==> src/hdl/hfua_pkg.sv <==
`default_nettype none

package hfua_pkg;

  localparam int CFG_IDX_W  = 2;
  localparam int CFG_DATA_W = 16;

  // register indexes on the configuration channel
  localparam logic [CFG_IDX_W-1:0] REG_MAX_FRAGMENT  = 2'd0;
  localparam logic [CFG_IDX_W-1:0] REG_VIDEO_TS_STEP = 2'd1;

  localparam logic [10:0] MAX_FRAGMENT_RESET  = 11'd1360;
  localparam logic [15:0] VIDEO_TS_STEP_RESET = 16'd3600;
  localparam logic [10:0] LIMIT_MIN           = 11'd16;
  localparam logic [10:0] LIMIT_MAX           = 11'd1398;

  localparam logic [4:0] FU_A_TYPE   = 5'd28;
  localparam logic [4:0] TYPE_SLICE  = 5'd1;
  localparam logic [4:0] TYPE_IDR    = 5'd5;
  localparam logic [10:0] FU_HDR_LEN = 11'd2;

  // one accepted byte, classified: data byte plus optional two header bytes
  typedef struct packed {
    logic [7:0]  data_byte;
    logic [7:0]  nal_header;
    logic        hdr;
    logic        start_bit;
    logic        end_bit;
    logic [10:0] plen;
    logic        marker;
    logic [15:0] ts;
  } job_t;

  typedef struct packed {
    logic [7:0]  out_byte;
    logic        packet_end;
    logic [10:0] packet_length;
    logic        packet_marker;
    logic [15:0] timestamp_step;
    logic        run_last;
  } res_t;

  function automatic logic [15:0] slice_step(input logic [7:0] hdr_byte,
                                             input logic [15:0] step);
    logic [4:0] t;
    t = hdr_byte[4:0];
    return (t == TYPE_SLICE || t == TYPE_IDR) ? step : 16'd0;
  endfunction

endpackage

`default_nettype wire

==> src/hdl/hfua_fifo.sv <==
`default_nettype none

module hfua_fifo #(
  parameter int WIDTH = 8,
  parameter int DEPTH = 2
) (
  input  wire logic             clk,
  input  wire logic             rst,
  input  wire logic             push,
  input  wire logic [WIDTH-1:0] din,
  output logic                  full,
  input  wire logic             pop,
  output logic [WIDTH-1:0]      dout,
  output logic                  empty
);

  localparam int PTR_W = (DEPTH > 1) ? $clog2(DEPTH) : 1;
  localparam int CNT_W = $clog2(DEPTH + 1);

  logic [WIDTH-1:0] slots [DEPTH];
  logic [PTR_W-1:0] wr_ptr;
  logic [PTR_W-1:0] rd_ptr;
  logic [CNT_W-1:0] count;
  logic             push_ok;
  logic             pop_ok;

  assign full    = (count == CNT_W'(DEPTH));
  assign empty   = (count == '0);
  assign push_ok = push && !full;
  assign pop_ok  = pop && !empty;
  assign dout    = slots[rd_ptr];

  always_ff @(posedge clk) begin
    if (rst) begin
      wr_ptr <= '0;
      rd_ptr <= '0;
      count  <= '0;
    end else begin
      if (push_ok) begin
        wr_ptr <= (wr_ptr == PTR_W'(DEPTH - 1)) ? '0 : wr_ptr + PTR_W'(1);
      end
      if (pop_ok) begin
        rd_ptr <= (rd_ptr == PTR_W'(DEPTH - 1)) ? '0 : rd_ptr + PTR_W'(1);
      end
      if (push_ok && !pop_ok) begin
        count <= count + CNT_W'(1);
      end else if (pop_ok && !push_ok) begin
        count <= count - CNT_W'(1);
      end
    end
  end

  always_ff @(posedge clk) begin
    if (push_ok) begin
      slots[wr_ptr] <= din;
    end
  end

`ifndef SYNTH
  a_count_up: assert property (@(posedge clk) disable iff (rst)
    (push_ok && !pop_ok) |=> (count == $past(count) + CNT_W'(1)))
    else $error("fifo count did not grow on push");

  a_count_down: assert property (@(posedge clk) disable iff (rst)
    (pop_ok && !push_ok) |=> (count == $past(count) - CNT_W'(1)))
    else $error("fifo count did not shrink on pop");
`endif

endmodule

`default_nettype wire

==> src/hdl/hfua_front.sv <==
`default_nettype none

module hfua_front #(
  parameter int NAL_LEN_BITS = 23
) (
  input  wire logic                             clk,
  input  wire logic                             rst,
  input  wire logic                             cfg_valid,
  input  wire logic [hfua_pkg::CFG_IDX_W-1:0]   cfg_index,
  input  wire logic [hfua_pkg::CFG_DATA_W-1:0]  cfg_data,
  input  wire logic                             accept,
  input  wire logic [7:0]                       nal_byte,
  input  wire logic [NAL_LEN_BITS-1:0]          nal_length,
  input  wire logic                             first_of_nal,
  output logic                                  job_valid,
  output hfua_pkg::job_t                        job
);

  localparam int SUM_W = NAL_LEN_BITS + 1;

  logic [10:0]             max_fragment;
  logic [15:0]             video_ts_step;

  logic [NAL_LEN_BITS-1:0] rem_unit;
  logic [10:0]             plen_whole;
  logic [10:0]             fragment_fill;
  logic [7:0]              saved_header;
  logic                    fragmenting;
  logic                    start_pending;

  logic [10:0]             lim;
  logic [NAL_LEN_BITS-1:0] len_in;
  logic                    frag_in;
  logic                    last;
  logic [SUM_W-1:0]        rem;
  logic                    fin;
  logic [11:0]             fill_inc;
  logic                    frag_end;

  always_comb begin
    lim = max_fragment;
    if (max_fragment < hfua_pkg::LIMIT_MIN) begin
      lim = hfua_pkg::LIMIT_MIN;
    end else if (max_fragment > hfua_pkg::LIMIT_MAX) begin
      lim = hfua_pkg::LIMIT_MAX;
    end
  end

  assign len_in   = (nal_length == '0) ? NAL_LEN_BITS'(1) : nal_length;
  assign frag_in  = len_in > NAL_LEN_BITS'(lim);
  assign last     = (rem_unit == NAL_LEN_BITS'(1));
  // bytes still to go in the unit from the start of the open fragment
  assign rem      = SUM_W'(rem_unit) + SUM_W'(fragment_fill);
  assign fin      = rem <= SUM_W'(lim);
  assign fill_inc = {1'b0, fragment_fill} + 12'd1;
  assign frag_end = last || (fill_inc >= {1'b0, lim});

  always_comb begin
    job_valid      = 1'b0;
    job.data_byte  = nal_byte;
    job.nal_header = saved_header;
    job.hdr        = 1'b0;
    job.start_bit  = 1'b0;
    job.end_bit    = 1'b0;
    job.plen       = plen_whole;
    job.marker     = 1'b1;
    job.ts         = hfua_pkg::slice_step(saved_header, video_ts_step);
    if (first_of_nal) begin
      job_valid  = accept && !frag_in;
      job.end_bit = (len_in == NAL_LEN_BITS'(1));
      job.plen   = len_in[10:0];
      job.ts     = hfua_pkg::slice_step(nal_byte, video_ts_step);
    end else if (rem_unit != '0) begin
      job_valid = accept;
      if (!fragmenting) begin
        job.end_bit = last;
      end else begin
        job.hdr       = (fragment_fill == '0);
        job.start_bit = start_pending;
        job.end_bit   = frag_end;
        job.plen      = (fin ? rem[10:0] : lim) + hfua_pkg::FU_HDR_LEN;
        job.marker    = fin;
        job.ts        = fin ? video_ts_step : 16'd0;
      end
    end
  end

  always_ff @(posedge clk) begin
    if (rst) begin
      max_fragment  <= hfua_pkg::MAX_FRAGMENT_RESET;
      video_ts_step <= hfua_pkg::VIDEO_TS_STEP_RESET;
    end else if (cfg_valid) begin
      case (cfg_index)
        hfua_pkg::REG_MAX_FRAGMENT:  max_fragment  <= cfg_data[10:0];
        hfua_pkg::REG_VIDEO_TS_STEP: video_ts_step <= cfg_data;
        default: ;
      endcase
    end
  end

  always_ff @(posedge clk) begin
    if (rst) begin
      rem_unit      <= '0;
      plen_whole    <= '0;
      fragment_fill <= '0;
      saved_header  <= '0;
      fragmenting   <= 1'b0;
      start_pending <= 1'b0;
    end else if (accept) begin
      if (first_of_nal) begin
        rem_unit      <= len_in - NAL_LEN_BITS'(1);
        plen_whole    <= len_in[10:0];
        fragment_fill <= '0;
        saved_header  <= nal_byte;
        fragmenting   <= frag_in;
        start_pending <= 1'b1;
      end else if (rem_unit != '0) begin
        rem_unit <= rem_unit - NAL_LEN_BITS'(1);
        if (fragmenting) begin
          start_pending <= 1'b0;
          fragment_fill <= frag_end ? 11'd0 : fill_inc[10:0];
        end
      end
    end
  end

`ifndef SYNTH
  a_rem_count: assert property (@(posedge clk) disable iff (rst)
    (accept && !first_of_nal && rem_unit != '0)
      |=> (rem_unit == $past(rem_unit) - NAL_LEN_BITS'(1)))
    else $error("unit byte count did not step");

  a_fill_closed: assert property (@(posedge clk) disable iff (rst)
    (job_valid && job.end_bit) |=> (fragment_fill == '0))
    else $error("fragment fill not cleared after packet end");
`endif

endmodule

`default_nettype wire

==> src/hdl/hfua_back.sv <==
`default_nettype none

module hfua_back (
  input  wire logic            clk,
  input  wire logic            rst,
  input  wire hfua_pkg::job_t  job,
  input  wire logic            job_empty,
  output logic                 job_pop,
  input  wire logic            res_full,
  output logic                 res_push,
  output hfua_pkg::res_t       res
);

  localparam logic [1:0] PH_IND  = 2'd0;
  localparam logic [1:0] PH_FUH  = 2'd1;
  localparam logic [1:0] PH_DATA = 2'd2;

  hfua_pkg::job_t cur;
  logic           cur_valid;
  logic [1:0]     phase;
  logic           emit;
  logic           finishing;
  logic           load;

  assign emit      = cur_valid && !res_full;
  assign finishing = emit && (phase == PH_DATA);
  assign load      = !cur_valid || finishing;
  assign job_pop   = load && !job_empty;
  assign res_push  = emit;

  always_comb begin
    res.packet_length  = cur.plen;
    res.packet_marker  = cur.marker;
    res.timestamp_step = cur.ts;
    res.packet_end     = 1'b0;
    res.run_last       = 1'b0;
    case (phase)
      PH_IND:  res.out_byte = {cur.nal_header[7:5], hfua_pkg::FU_A_TYPE};
      PH_FUH:  res.out_byte = {cur.start_bit, cur.marker, 1'b0, cur.nal_header[4:0]};
      PH_DATA: begin
        res.out_byte   = cur.data_byte;
        res.packet_end = cur.end_bit;
        res.run_last   = 1'b1;
      end
      default: res.out_byte = cur.data_byte;
    endcase
  end

  always_ff @(posedge clk) begin
    if (rst) begin
      cur_valid <= 1'b0;
      phase     <= PH_DATA;
    end else if (load) begin
      cur_valid <= !job_empty;
      phase     <= job.hdr ? PH_IND : PH_DATA;
    end else if (emit) begin
      phase <= (phase == PH_IND) ? PH_FUH : PH_DATA;
    end
  end

  always_ff @(posedge clk) begin
    if (job_pop) begin
      cur <= job;
    end
  end

`ifndef SYNTH
  a_hdr_phase: assert property (@(posedge clk) disable iff (rst)
    (cur_valid && phase != PH_DATA) |-> cur.hdr)
    else $error("header phase on a job without fragment header");

  a_ind_then_fuh: assert property (@(posedge clk) disable iff (rst)
    (emit && phase == PH_IND) |=> (cur_valid && phase == PH_FUH))
    else $error("fu header did not follow indicator");
`endif

endmodule

`default_nettype wire

==> src/hdl/h264_fu_a_packetizer.sv <==
`default_nettype none

// an accepted byte passes through the job queue, the back end's current-job register
// and the result queue; one result per cycle while the result queue has room, so one
// byte per cycle for whole units; each fu-a fragment also inserts an indicator and fu header
// the front takes a byte per cycle while its 4-entry job queue has room
// reset (synchronous, active high) empties both queues and clears unit state;
// max_fragment returns to 1360 and video_ts_step to 3600
module h264_fu_a_packetizer #(
  parameter int NAL_LEN_BITS = 23
) (
  input  wire logic                             clk,
  input  wire logic                             rst,
  input  wire logic                             cfg_valid,
  output logic                                  cfg_ready,
  input  wire logic [hfua_pkg::CFG_IDX_W-1:0]   cfg_index,
  input  wire logic [hfua_pkg::CFG_DATA_W-1:0]  cfg_data,
  input  wire logic                             push,
  output logic                                  full,
  input  wire logic [7:0]                       nal_byte,
  input  wire logic [NAL_LEN_BITS-1:0]          nal_length,
  input  wire logic                             first_of_nal,
  input  wire logic                             pop,
  output logic                                  empty,
  output logic [7:0]                            out_byte,
  output logic                                  packet_end,
  output logic [10:0]                           packet_length,
  output logic                                  packet_marker,
  output logic [15:0]                           timestamp_step,
  output logic                                  run_last
);

  localparam int JOB_W = $bits(hfua_pkg::job_t);
  localparam int RES_W = $bits(hfua_pkg::res_t);

  logic           accept;
  logic           job_valid;
  hfua_pkg::job_t job_in;
  hfua_pkg::job_t job_head;
  logic           job_full;
  logic           job_empty;
  logic           job_pop;
  logic           res_push;
  logic           res_full;
  hfua_pkg::res_t res_in;
  hfua_pkg::res_t res_head;

  assign cfg_ready = 1'b1;
  assign full      = job_full;
  assign accept    = push && !job_full;

  hfua_front #(
    .NAL_LEN_BITS(NAL_LEN_BITS)
  ) u_front (
    .clk         (clk),
    .rst         (rst),
    .cfg_valid   (cfg_valid),
    .cfg_index   (cfg_index),
    .cfg_data    (cfg_data),
    .accept      (accept),
    .nal_byte    (nal_byte),
    .nal_length  (nal_length),
    .first_of_nal(first_of_nal),
    .job_valid   (job_valid),
    .job         (job_in)
  );

  hfua_fifo #(
    .WIDTH(JOB_W),
    .DEPTH(4)
  ) u_job_q (
    .clk  (clk),
    .rst  (rst),
    .push (job_valid),
    .din  (job_in),
    .full (job_full),
    .pop  (job_pop),
    .dout (job_head),
    .empty(job_empty)
  );

  hfua_back u_back (
    .clk      (clk),
    .rst      (rst),
    .job      (job_head),
    .job_empty(job_empty),
    .job_pop  (job_pop),
    .res_full (res_full),
    .res_push (res_push),
    .res      (res_in)
  );

  hfua_fifo #(
    .WIDTH(RES_W),
    .DEPTH(2)
  ) u_res_q (
    .clk  (clk),
    .rst  (rst),
    .push (res_push),
    .din  (res_in),
    .full (res_full),
    .pop  (pop),
    .dout (res_head),
    .empty(empty)
  );

  assign out_byte       = res_head.out_byte;
  assign packet_end     = res_head.packet_end;
  assign packet_length  = res_head.packet_length;
  assign packet_marker  = res_head.packet_marker;
  assign timestamp_step = res_head.timestamp_step;
  assign run_last       = res_head.run_last;

endmodule

`default_nettype wire
==> config.mk <==
export PLATFORM = sky130hd
export DESIGN_NAME = h264_fu_a_packetizer
export DESIGN_NICKNAME = d
export VERILOG_FILES = /design/src/hdl/hfua_pkg.sv /design/src/hdl/hfua_fifo.sv /design/src/hdl/hfua_front.sv /design/src/hdl/hfua_back.sv /design/src/hdl/h264_fu_a_packetizer.sv
export SDC_FILE = /design/constraint.sdc
export NUM_CORES = 1
export LEC_CHECK = 0
export ABC_AREA = 1
export CAP_MARGIN = 20
export CORE_AREA = 2 2 191 193
export CTS_BUF_LIST = sky130_fd_sc_hd__clkbuf_2
export DETAILED_ROUTE_END_ITERATION = 12
export DIE_AREA = 0 0 193 195
export DONT_BUFFER_PORTS = 1
export PLACE_DENSITY = 0.68
export SKIP_CTS_REPAIR_TIMING = 1
export SLEW_MARGIN = 30
export SYNTH_ARGS = -nofsm -noshare
export SYNTH_HDL_FRONTEND = slang
export SYNTH_SLANG_ARGS = --single-unit
==> constraint.sdc <==
create_clock -name clk -period 6.1 [get_ports clk]
set_input_delay 0.305 -clock clk [delete_from_list [all_inputs] [get_ports clk]]
set_output_delay 0.305 -clock clk [all_outputs]
set_load 0.02 [all_outputs]
**Word-level counts from Yosys, hierarchy flattened**

Memories as Yosys holds them, arrays and structs flattened. A register that Yosys moved wholly into a read port is not among the register bits.
Index checks and enable logic that the tools add are counted.
W data, S select, Z words.

- Bits in registers: 142
- Memory bits (writable): 264
- Output and inout bits: 41
- Input bits: 55
- Word-level logic and storage cells: 149
- Memories: 2

Memory list:

| name | words | width | read ports | clocked after memory_dff | wr ports | line | text |
|---|---|---|---|---|---|---|---|
| u_job_q.slots | 4 | 47 | 1 | 1 | 1 | hfua_fifo.sv:20 | `logic [WIDTH-1:0] slots [DEPTH];` |
| u_res_q.slots | 2 | 38 | 1 | 1 | 1 | hfua_fifo.sv:20 |  |

- Muxes and demuxes: 49
- Equal/unequal tests: 13
- Reduce and logical (&&, ||, !) cells: 44
- $lt $le $gt $ge: 5
- $add $sub $neg: 13

Operator list:

| operator | count |
|---|---|
| $mux W11 | 7 |
| $mux W23 | 3 |
| $mux W16 | 4 |
| $eq A23 B1 Y1 const B | 2 |
| $sub A23 B1 Y23 const B | 2 |
| $mux W31 | 1 |
| $mux W28 | 1 |
| $add A23 B11 Y24 | 1 |
| $le A24 B11 Y1 | 1 |
| $mux W2 | 12 |
| $gt A23 B11 Y1 | 1 |
| $logic_not A23 Y1 | 1 |
| $reduce_bool A23 Y1 | 1 |
| $mux W1 | 17 |
| $pmux W8 S2 | 1 |
| $logic_and A1 B1 Y1 | 13 |
| $add A11 B1 Y12 const B | 1 |
| $ge A12 B11 Y1 | 1 |
| $mux W12 | 1 |
| $add A11 B2 Y11 const B | 1 |
| $gt A11 B11 Y1 const B | 1 |
| $logic_not A11 Y1 | 1 |
| $lt A11 B5 Y1 const B | 1 |
| $eq A5 B1 Y1 const B | 2 |
| 17 further kinds | 47 |

**Depth between registers and ports, before layout**

Gate-level depths: netlist of the first run.

- Depth after elaboration: 12
- Depth in mapped cells: 32
- Depth with buffers taken out: 32

**By module**

Synthesis of the first run repeated with hierarchy kept, for this count alone.

- Cells, all modules: 1973
- Area total of the unflattened synthesis: 20126.8 sq um

Modules (own cells, without submodules):

| module | cells each | instances | sequential area each (sq um) | area an instance (sq um) |
|---|---|---|---|---|
| hfua_fifo (u_job_q) | 526 | 1 | 5825.6 | 7880.1 |
| hfua_front | 1172 | 1 | 1641.6 | 7297.0 |
| hfua_fifo (u_res_q) | 155 | 1 | 2382.3 | 3070.4 |
| hfua_back | 116 | 1 | 1441.4 | 1858.0 |
| h264_fu_a_packetizer | 4 | 1 | 0.0 | 21.3 |

**Worst setup path before layout of the first run**

OpenSTA, ideal clock, no wires.

- Kind: flip-flop to flip-flop
- From: reg u_front.max_fragment[2]
- To: mem u_job_q.slots[0][0] (netlist name), enable pin
- Data required time: 5.648 ns
- Arrival time: 4.551 ns
- Path buffers: 0
- Path slack: 1.098 ns
- Library setup time: 0.452 ns
- Clock period less this slack: 5.002 ns
- Stages on the path, launching flop included: 20
- Cells stage by stage: dfxtp_1 nand3_1 nand2_1 a41oi_1 nor2_1 o21ai_0 inv_1 o21ai_0 ha_1 nand2_1 nor2_1 a211oi_1 o21ai_0 a21oi_1 nor2_1 nor2_1 o21ai_0 nand3_1 nand2_1 nor2_1

- Longest elaborated chain between the ends: 10
- Elaborated cells between the ends (all ways): 11
- Classes of those cells: order compare: 3; mux: 5; reduce/logical: 3

RTL lines:

| item | line | text |
|---|---|---|
| start: declaration | hfua_front.sv:21 | `logic [10:0] max_fragment;` |
| start signal: assignment | hfua_front.sv:90 | `max_fragment <= hfua_pkg::MAX_FRAGMENT_RESET;` |
| start signal: assignment | hfua_front.sv:94 | `hfua_pkg::REG_MAX_FRAGMENT: max_fragment <= cfg_data[10:0];` |
| $gt A11 B11 Y1 | hfua_front.sv:44 | `end else if (max_fragment > hfua_pkg::LIMIT_MAX) begin` |
| $mux W11 | hfua_front.sv:44 |  |
| $mux W11 * | hfua_front.sv:42 | `if (max_fragment < hfua_pkg::LIMIT_MIN) begin` |
| $gt A23 B11 Y1 * | hfua_front.sv:50 | `assign frag_in = len_in > NAL_LEN_BITS'(lim);` |
| $logic_not A1 Y1 * | hfua_front.sv:69 | `job_valid = accept && !frag_in;` |
| $logic_and A1 B1 Y1 * | hfua_front.sv:69 |  |
| $mux W1 * | hfua_front.sv:68 | `if (first_of_nal) begin` |
| $logic_and A1 B1 Y1 * | hfua_fifo.sv:29 | `assign push_ok = push && !full;` |
| $mux W1 * | hfua_fifo.sv:54 | `if (push_ok) begin` |
| $mux W1 (not written as such) * | hfua_fifo.sv:55 | `slots[wr_ptr] <= din;` |
| end: declaration | hfua_fifo.sv:20 |  |

Every way passes the cells marked *; elsewhere a longest branch is shown, timed or not.

**Final worst setup path of the first run**

- From: reg u_front.max_fragment[3]
- To: mem u_job_q.slots[2][7] (netlist name), enable pin

The elaborated chain is that of the path after synthesis.

==> metrics.cfg, run 1 <==
[outcome]
outcome = complete, no violations

[grt]
antenna_found_initial = 2
grt_max_degree = 94
grt_pass1_wl_um = 75800
overflow = 0
grt_use_total_pct = 26.3
first_global_vias = 13738

[timing]
rsz0062_at_grt = false
worstMarginPinSlew_ns = 0.976
fmax_ghz = 0.205
finalCriticalPeriod_ns = 4.87
whs_ns = 0.0105
hold_viol = 0
slew_headroom_pct = 34.4
finClkSkew_ns = 0.114
maxSlewViolCount = 0
setup-tns-final_ns = 0
setup_violations = 0
period_share_pct = 79.9

[route]
first_iter_violations = 1213
vias = 14766
drc = 0
routed_via_density = 5.61
postRouteAntennaNets = 0
wire_per_inst_um = 19.3
drt_pass1_iterations = 6
wirelength_um = 50800

[power]
irDropWorstVdd_uv = 261
leakage_uw = 0.00857
p_per_area_nw_per_um2 = 366

[worst_setup_path]
cp-start-kind = flip-flop
path_cells = inv_1 > nand2_1 > a41oi_1 > nor2_1 > o21ai_0 > inv_1 > nor2_1 > ha_1 > nand3_1 > nor4_1 > nand4_1 > nand3_1 > nand2_1 > nor2_4 > buf_4
regToRegSetupSlack_ns = 1.23
critical_path_class = reg -> reg
r2r-end = u_job_q.slots[2][7]
slowest_delay_ns = 0.56
path_max_fanout = 33
cp.arrival_ns = 5.43
critPathCaptureType = flip-flop
r2r_start = u_front.max_fragment[3]
endpoint = u_job_q.slots[2][7]
cpMaxStageDelayCell = nor2_1
r2r_cells = 15
startpoint = u_front.max_fragment[3]
crit_required_ns = 6.66

[final_layout]
syn2layout_area_growth_pct = 12.3
instances_no_fill = 2634
nets = 2199
final_core_util_pct = 61.3
most-common-layout-cells = edfxtp_1, nand2_1, nor2_1, inv_1, o21ai_0
final_common_cell = edfxtp_1
drive_above_1_share_pct = 14.1

[clocking]
clk_latency_ns = 1.03
cts_max_path_buffers = 3
cts_tree = built
cts_root_buf = clkbuf_2
cts.clk_slew.worst_paths_ns = 0.11
ctsHtreeMaxLevel = 3
tritoncts_num_sinks = 409
cts_buffers = 101

[place]
dp.cells = 2350
port-buffer-count = 0
hpwl_um = 33400
globalplace.congestion = 0.981

[yosys]
ys.flop_type = edfxtp_1
ys_types = 61
yosysWarningCount = 0
syn_inst = 1959
async_flop_share_pct = 0
synth_edf_count = 310
syn-cell-area_sq_um = 19300
syn_nets = 2074
syn_avg_cell_area_sq_um = 9.86
ys_seq_area_share_pct = 58.5
ys_ff_latch = 409

[job]
max_cap_violations = 0

[floorplan]
dieArea_sq_um = 37600
ioPinCount = 96
die_x_um = 193
dieHeight_um = 195
start_util_pct = 54.6
core_area_sq_um = 35400
rows = 69

[hold_path]
hp-class = in -> reg

==> worst min-delay path by stage <==
stage	from	end	slack [ns]	depth (start not counted)
CTS	rst	u_front.fragment_fill[7]	-0.79	1
finish	nal_length[12]	u_front.rem_unit[16]	0.01	7
detailed placement	rst	u_front.fragment_fill[4]	0.38	1
global route	nal_byte[0]	u_job_q.slots[0][39]	0.006	1
global placement	rst	u_front.fragment_fill[4]	0.38	1
floorplan	nal_byte[0]	u_job_q.slots[0][39]	0.40	0
==> layer usage <==
metal	vias up	routed length [um]	part of all wire, %	track usage (%)
met5	-	11	0.022	0
met1	6940	21500	42	36.1
met2	671	23000	45	40.2
li1	7046	-	-	-
met3	107	4870	9.6	6.72
met4	2	1380	2.7	10.5
==> stage by stage <==
stage / setup slack, ns / cell area, sq um / power [uW]
3_3_place_gp: 1.43 / 19700 / 5930
2_1_floorplan: 1.10 / 19300 / 5400
4_1_cts: 1.26 / 20700 / 7890
3_5_place_dp: 1.37 / 19800 / 6030
6_report: 1.23 / 21700 / 7930
5_1_grt: 0.961 / 21700 / 8400
==> cell usage after synthesis (all sizes together) (38+ instances only) <==
master    n  area share (%)
nand2   305             6.3
edfxtp  310              48
mux2     38             2.2
clkbuf   73             1.4
inv     210             4.1
ha       58             3.8
a21oi    90             2.4
nor2    293             6.1
o22ai    51             1.7
o21ai   193             5.0
dfxtp    99              10
nand3    73             2.1
==> area by class of cell <==
type,instances,area [sq um]
multi-input cells,1250,6920
clock buffers,159,796
fillers,3053,13700
well taps,461,577
inverters,212,796
repair buffers,110,1120
flip-flops and latches,409,11300
diodes,3,7.51
clock inverters,30,184
==> power breakdown <==
| group | internal [uW] | total, uW | switching, uW |
|---|---|---|---|
| clock network | 782 | 1880 | 1090 |
| registers | 3680 | 3930 | 250 |
| logic | 631 | 2120 | 1490 |
==> flip-flops by register name, summed over array words and instances, names as in the netlist, named ones only <==
name,cells
u_front.saved_header,8
u_job_q.rd_ptr,2
u_front.plen_whole,11
u_front.max_fragment,11
u_front.rem_unit,23
u_job_q.slots,188
u_front.fragmenting,1
u_front.fragment_fill,11
u_front.video_ts_step,16
u_job_q.wr_ptr,2
u_back.cur_valid,1
u_res_q.slots,76
u_back.phase,2
u_res_q.count,2
u_back.cur,18
u_res_q.rd_ptr,1
u_back.res,28
u_job_q.count,3
u_front.start_pending,1
u_res_q.wr_ptr,1
==> worst max-delay path: cells and delay by family, from the launching register on <==
kind	cells	cell delay, ns
DFF	1	0.32
adders and majority gates	1	0.24
buffers and inverters	3	0.83
and+or+nand+nor	9	2.53
AOI/OAI and AO/OA	2	0.47
==> logic make-up after synthesis <==
family          after synthesis  share of synthesized area [%]
other cells                   1                         0.0194
fa+ha+maj                    60                           3.96
xor+xnor                     33                           1.50
flops                       409                           58.5
simple gates                727                           16.4
buf+inv                     300                           6.08
mux                          38                           2.22
compound gates              391                           11.4
Note: power is estimated with default switching activity, not from simulation.
==> run 2: changes to the inputs <==
--- a/config.mk
+++ b/config.mk
@@ -5,14 +5,14 @@
 export SDC_FILE = /design/constraint.sdc
 export NUM_CORES = 1
 export LEC_CHECK = 0
-export ABC_AREA = 1
+export ABC_AREA = 0
 export CAP_MARGIN = 20
-export CORE_AREA = 2 2 191 193
+export CORE_AREA = 2 2 187 189
 export CTS_BUF_LIST = sky130_fd_sc_hd__clkbuf_2
 export DETAILED_ROUTE_END_ITERATION = 12
-export DIE_AREA = 0 0 193 195
+export DIE_AREA = 0 0 189 191
 export DONT_BUFFER_PORTS = 1
-export PLACE_DENSITY = 0.68
+export PLACE_DENSITY = 0.71
 export SKIP_CTS_REPAIR_TIMING = 1
 export SLEW_MARGIN = 30
 export SYNTH_ARGS = -nofsm -noshare
==> constraint.sdc (replaced) <==
create_clock -name clk -period 4.35 [get_ports clk]
set_input_delay 0.2175 -clock clk [delete_from_list [all_inputs] [get_ports clk]]
set_output_delay 0.2175 -clock clk [all_outputs]
set_load 0.02 [all_outputs]
==> run 2 against run 1 <==
The flow now finishes with violations (negative setup slack). Maximum frequency rose by 2.1%. Area after synthesis shrank 4.0%. Cell count fell by 13%. Setup slack worse by 1.7 ns. Power increased by 37%. Register-to-register slack lost 1.7 ns. Global-route usage shrank 3.1 points. Sequential power up 40%. Flip-flop and latch count stayed put. Utilization is 4.5 points higher. Sequential share of layout area shrank 1.7 points. First-iteration DRC count down 6.8%. Critical endpoint is now u_job_q.slots[2][26]. Highest routed layer is now met4.
==> metrics.cfg, run 2 <==
[final_layout]
nets = 1858  ; -16%
instances_no_fill = 2281  ; -13%
largest_reg_flops = 188  ; unchanged
syn2layout_area_growth_pct = 21.0
final_common_cell = edfxtp_1
fin_area_sq_um = 22400  ; +3.5%
fillCellCount = 2463  ; -19%
drive_above_1_share_pct = 25.7  ; +12 points
most-common-layout-cells = edfxtp_1, clkbuf_2, nand2_1, dlygate4sd3_1, buf_4
regMostFlops = u_job_q.slots

[route]
vias = 13101  ; -11%
wirelength_um = 45900  ; -9.6%
drt-met1-wl_um = 18800  ; -13%
routed.top_layer = met4
drt_pass1_iterations = 7  ; +1
first_iter_violations = 1130  ; -6.8%
routed_via_density = 5.74  ; +2.5%
routed-wl-met3_um = 3380  ; -31%
postRouteAntennaNets = 0  ; unchanged
wire_per_inst_um = 20.1  ; +4.4%
drc = 0  ; unchanged
wl_met2_um = 22500  ; -2.1%

[worst_setup_path]
critPathCaptureType = flip-flop
path_max_fanout = 4  ; -88%
cp-start-kind = flip-flop
crit_required_ns = 5.03  ; -1.63 ns
cp.arrival_ns = 5.45  ; +0.02 ns
critical_path_class = reg -> reg

[yosys]
syn_nets = 1572  ; -24%
syn_inst = 1457  ; -26%
synth_edf_count = 310  ; unchanged
synth_commonest_cells = edfxtp_1, nand2_1, dfxtp_1, a21oi_1, nor2_1
synth-xor-area-share_pct = 2.46  ; +0.96 points
synth_compound_area_share_pct = 9.46  ; -2.0 points
synth.top_cell.area_share_pct = 50.2  ; +2.0 points
yosysWarningCount = 0  ; unchanged
syn-cell-area_sq_um = 18500  ; -4.0%
synthTopCellsByArea = edfxtp_1, dfxtp_1, mux4_2
synthMuxAreaShare_pct = 8.95  ; +6.7 points
synth.most_common_cell = edfxtp_1
ys_types = 83  ; +36%
synth_area_leader_cell = edfxtp_1
synth_top_family_by_area = simple AND/OR/NAND/NOR gates
synthSimpleGateAreaFrac_pct = 11.6  ; -4.7 points
syn_avg_cell_area_sq_um = 12.7  ; +29%
synthAdderAreaFrac_pct = 4.13  ; +0.16 points
ys_ff_latch = 409  ; unchanged
async_flop_share_pct = 0  ; unchanged
ys.flop_type = edfxtp_1
ys_seq_area_share_pct = 60.9  ; +2.4 points

[floorplan]
die_x_um = 189  ; -2.1%
rows = 68  ; -1.4%
dieArea_sq_um = 36100  ; -4.1%
dieHeight_um = 191  ; -2.1%
ioPinCount = 96  ; unchanged
core_area_sq_um = 34100  ; -3.6%
start_util_pct = 54.4  ; -0.20 points

[power]
intPower_uw = 7420  ; +46%
power_frac_clock_pct = 24.0  ; +0.3 points
swShare_pct = 31.9  ; -3.9 points
pwr-share-seq_pct = 50.5  ; +0.9 points
leakage_uw = 0.00834  ; -2.7%
p_switching_uw = 3470  ; +22%
irDropWorstVdd_uv = 303  ; +16%
p_per_area_nw_per_um2 = 486  ; +33%
comb_power_share_pct = 25.5  ; -1.3 points
p_total_uw = 10900  ; +37%

[place]
port-buffer-count = 0  ; unchanged
hpwl_um = 28800  ; -14%
dp.cells = 1955  ; -17%
dpl-instance-area_sq_um = 19800  ; +0.42%
globalplace.congestion = 0.970  ; -1.1%

[clocking]
cts.clk_slew.worst_paths_ns = 0.11  ; about the same
cts_buffers = 96  ; -5.0%
cts_tree = built
ctsHtreeMaxLevel = 3  ; unchanged
cts_max_path_buffers = 3  ; unchanged
clk_latency_ns = 1.01  ; -0.02 ns
cts_root_buf = clkbuf_2
tritoncts_num_sinks = 409  ; unchanged

[grt]
overflow = 0  ; unchanged
antenna_found_initial = 2  ; unchanged
grt_pass1_wl_um = 65000  ; -14%
grt_max_degree = 93  ; -1.1%
grt_use_total_pct = 23.3  ; -3.1 points
first_global_vias = 12032  ; -12%

[timing]
worstMarginPinSlew_ns = 0.836  ; -0.140 ns
maxSlewViolCount = 0  ; unchanged
period_share_pct = 110  ; +30 points
setup_violations = 31  ; +31
setup_ws_ns = -0.423  ; -1.65 ns
fmax_ghz = 0.210  ; +2.1%
finalCriticalPeriod_ns = 4.77  ; -0.0985 ns
rsz0062_at_grt = true
slew_headroom_pct = 43.8  ; +9.3 points
finClkSkew_ns = 0.111  ; -0.00265 ns
hold_viol = 0  ; unchanged

[hold_path]
hp-class = in -> reg

[job]
max_cap_violations = 0  ; unchanged

[outcome]
outcome = finished, violations left
violations = negative setup slack

run 2: metal layers:
metal  up-vias  global-route usage, %
met4         0                   7.15
met1      6333                   30.0
li1       6116                      -
met5         -                      0
met3       119                   5.69
met2       533                   39.1
run 2: final timing paths:
path,from,endpoint,slack [ns],depth (start not counted)
worst max-delay path,u_front.fragment_fill[0],u_job_q.slots[2][26],-0.42,25
worst min-delay path,cfg_data[7],u_front.max_fragment[7],0.03,3
worst max register to register,u_front.fragment_fill[0],u_job_q.slots[2][26],-0.42,25
worst min register to register,u_back.res[23],u_res_q.slots[1][23],0.41,0
run 2: stage by stage:
step                      utilization [%]  setup TNS, ns  worst slack (ns)  hold slack (ns)
after CTS                            61.0         -10.81            -0.496           -0.755
after detailed placement             58.2         -11.39            -0.467            0.294
after floorplan                         -          -3.95            -0.386            0.316
final                                65.8          -6.90            -0.423           0.0342
after global routing                 65.8         -25.73            -0.771         -0.00581
after global placement               58.1          -5.76            -0.370            0.293
run 2: worst max-delay path: stages (launching register included):
cell and delay, ns:
dfxtp_4 0.37, ha_4 0.13, inv_2 0.04, fa_2 0.37, and2b_1 0.24, o2111ai_2 0.13
nand2_2 0.17, a31oi_4 0.11, xor2_2 0.15, inv_1 0.08, ha_2 0.17, a21o_1 0.16
a21oi_2 0.15, o21ai_1 0.08, o31a_1 0.25, nor3_2 0.10, nand4_1 0.16, a211oi_4 0.32
mux2i_1 0.28, ha_2 0.23, inv_2 0.05, or3_1 0.31, xnor2_1 0.14, mux2i_1 0.14
o21ai_1 0.07, o21a_1 0.14
run 2: area by class of cell:
class,instances,area (sq um),share of cell area (%)
timing repair buffer,270,2470,11.0
sequential,409,11300,50.4
antenna,2,5.00,0.0223
multi-input combinational,934,7010,31.2
clock inverter,28,204,0.909
clock buffer,151,756,3.37
inverter,32,120,0.535
tap,455,569,2.54
run 2: logic make-up (layout without fill, tap and decap cells):
kind of cell	after synthesis	count (layout)
AO/OA/AOI/OAI	272	272
XOR/XNOR	52	52
adder cells (fa/ha/maj)	60	60
buffers and inverters	114	481
flip-flops	409	409
multiplexers	102	102
other	1	3
AND/OR/NAND/NOR	447	447
run 2: power groups by stage:
stage	sequential (uW)	combinational [uW]	clock, uW
floorplan	5360	2010	0
global placement	5570	2440	0
detailed placement	5620	2510	0
CTS	5530	2530	2680
global route	5590	3000	2880
finish	5500	2780	2620
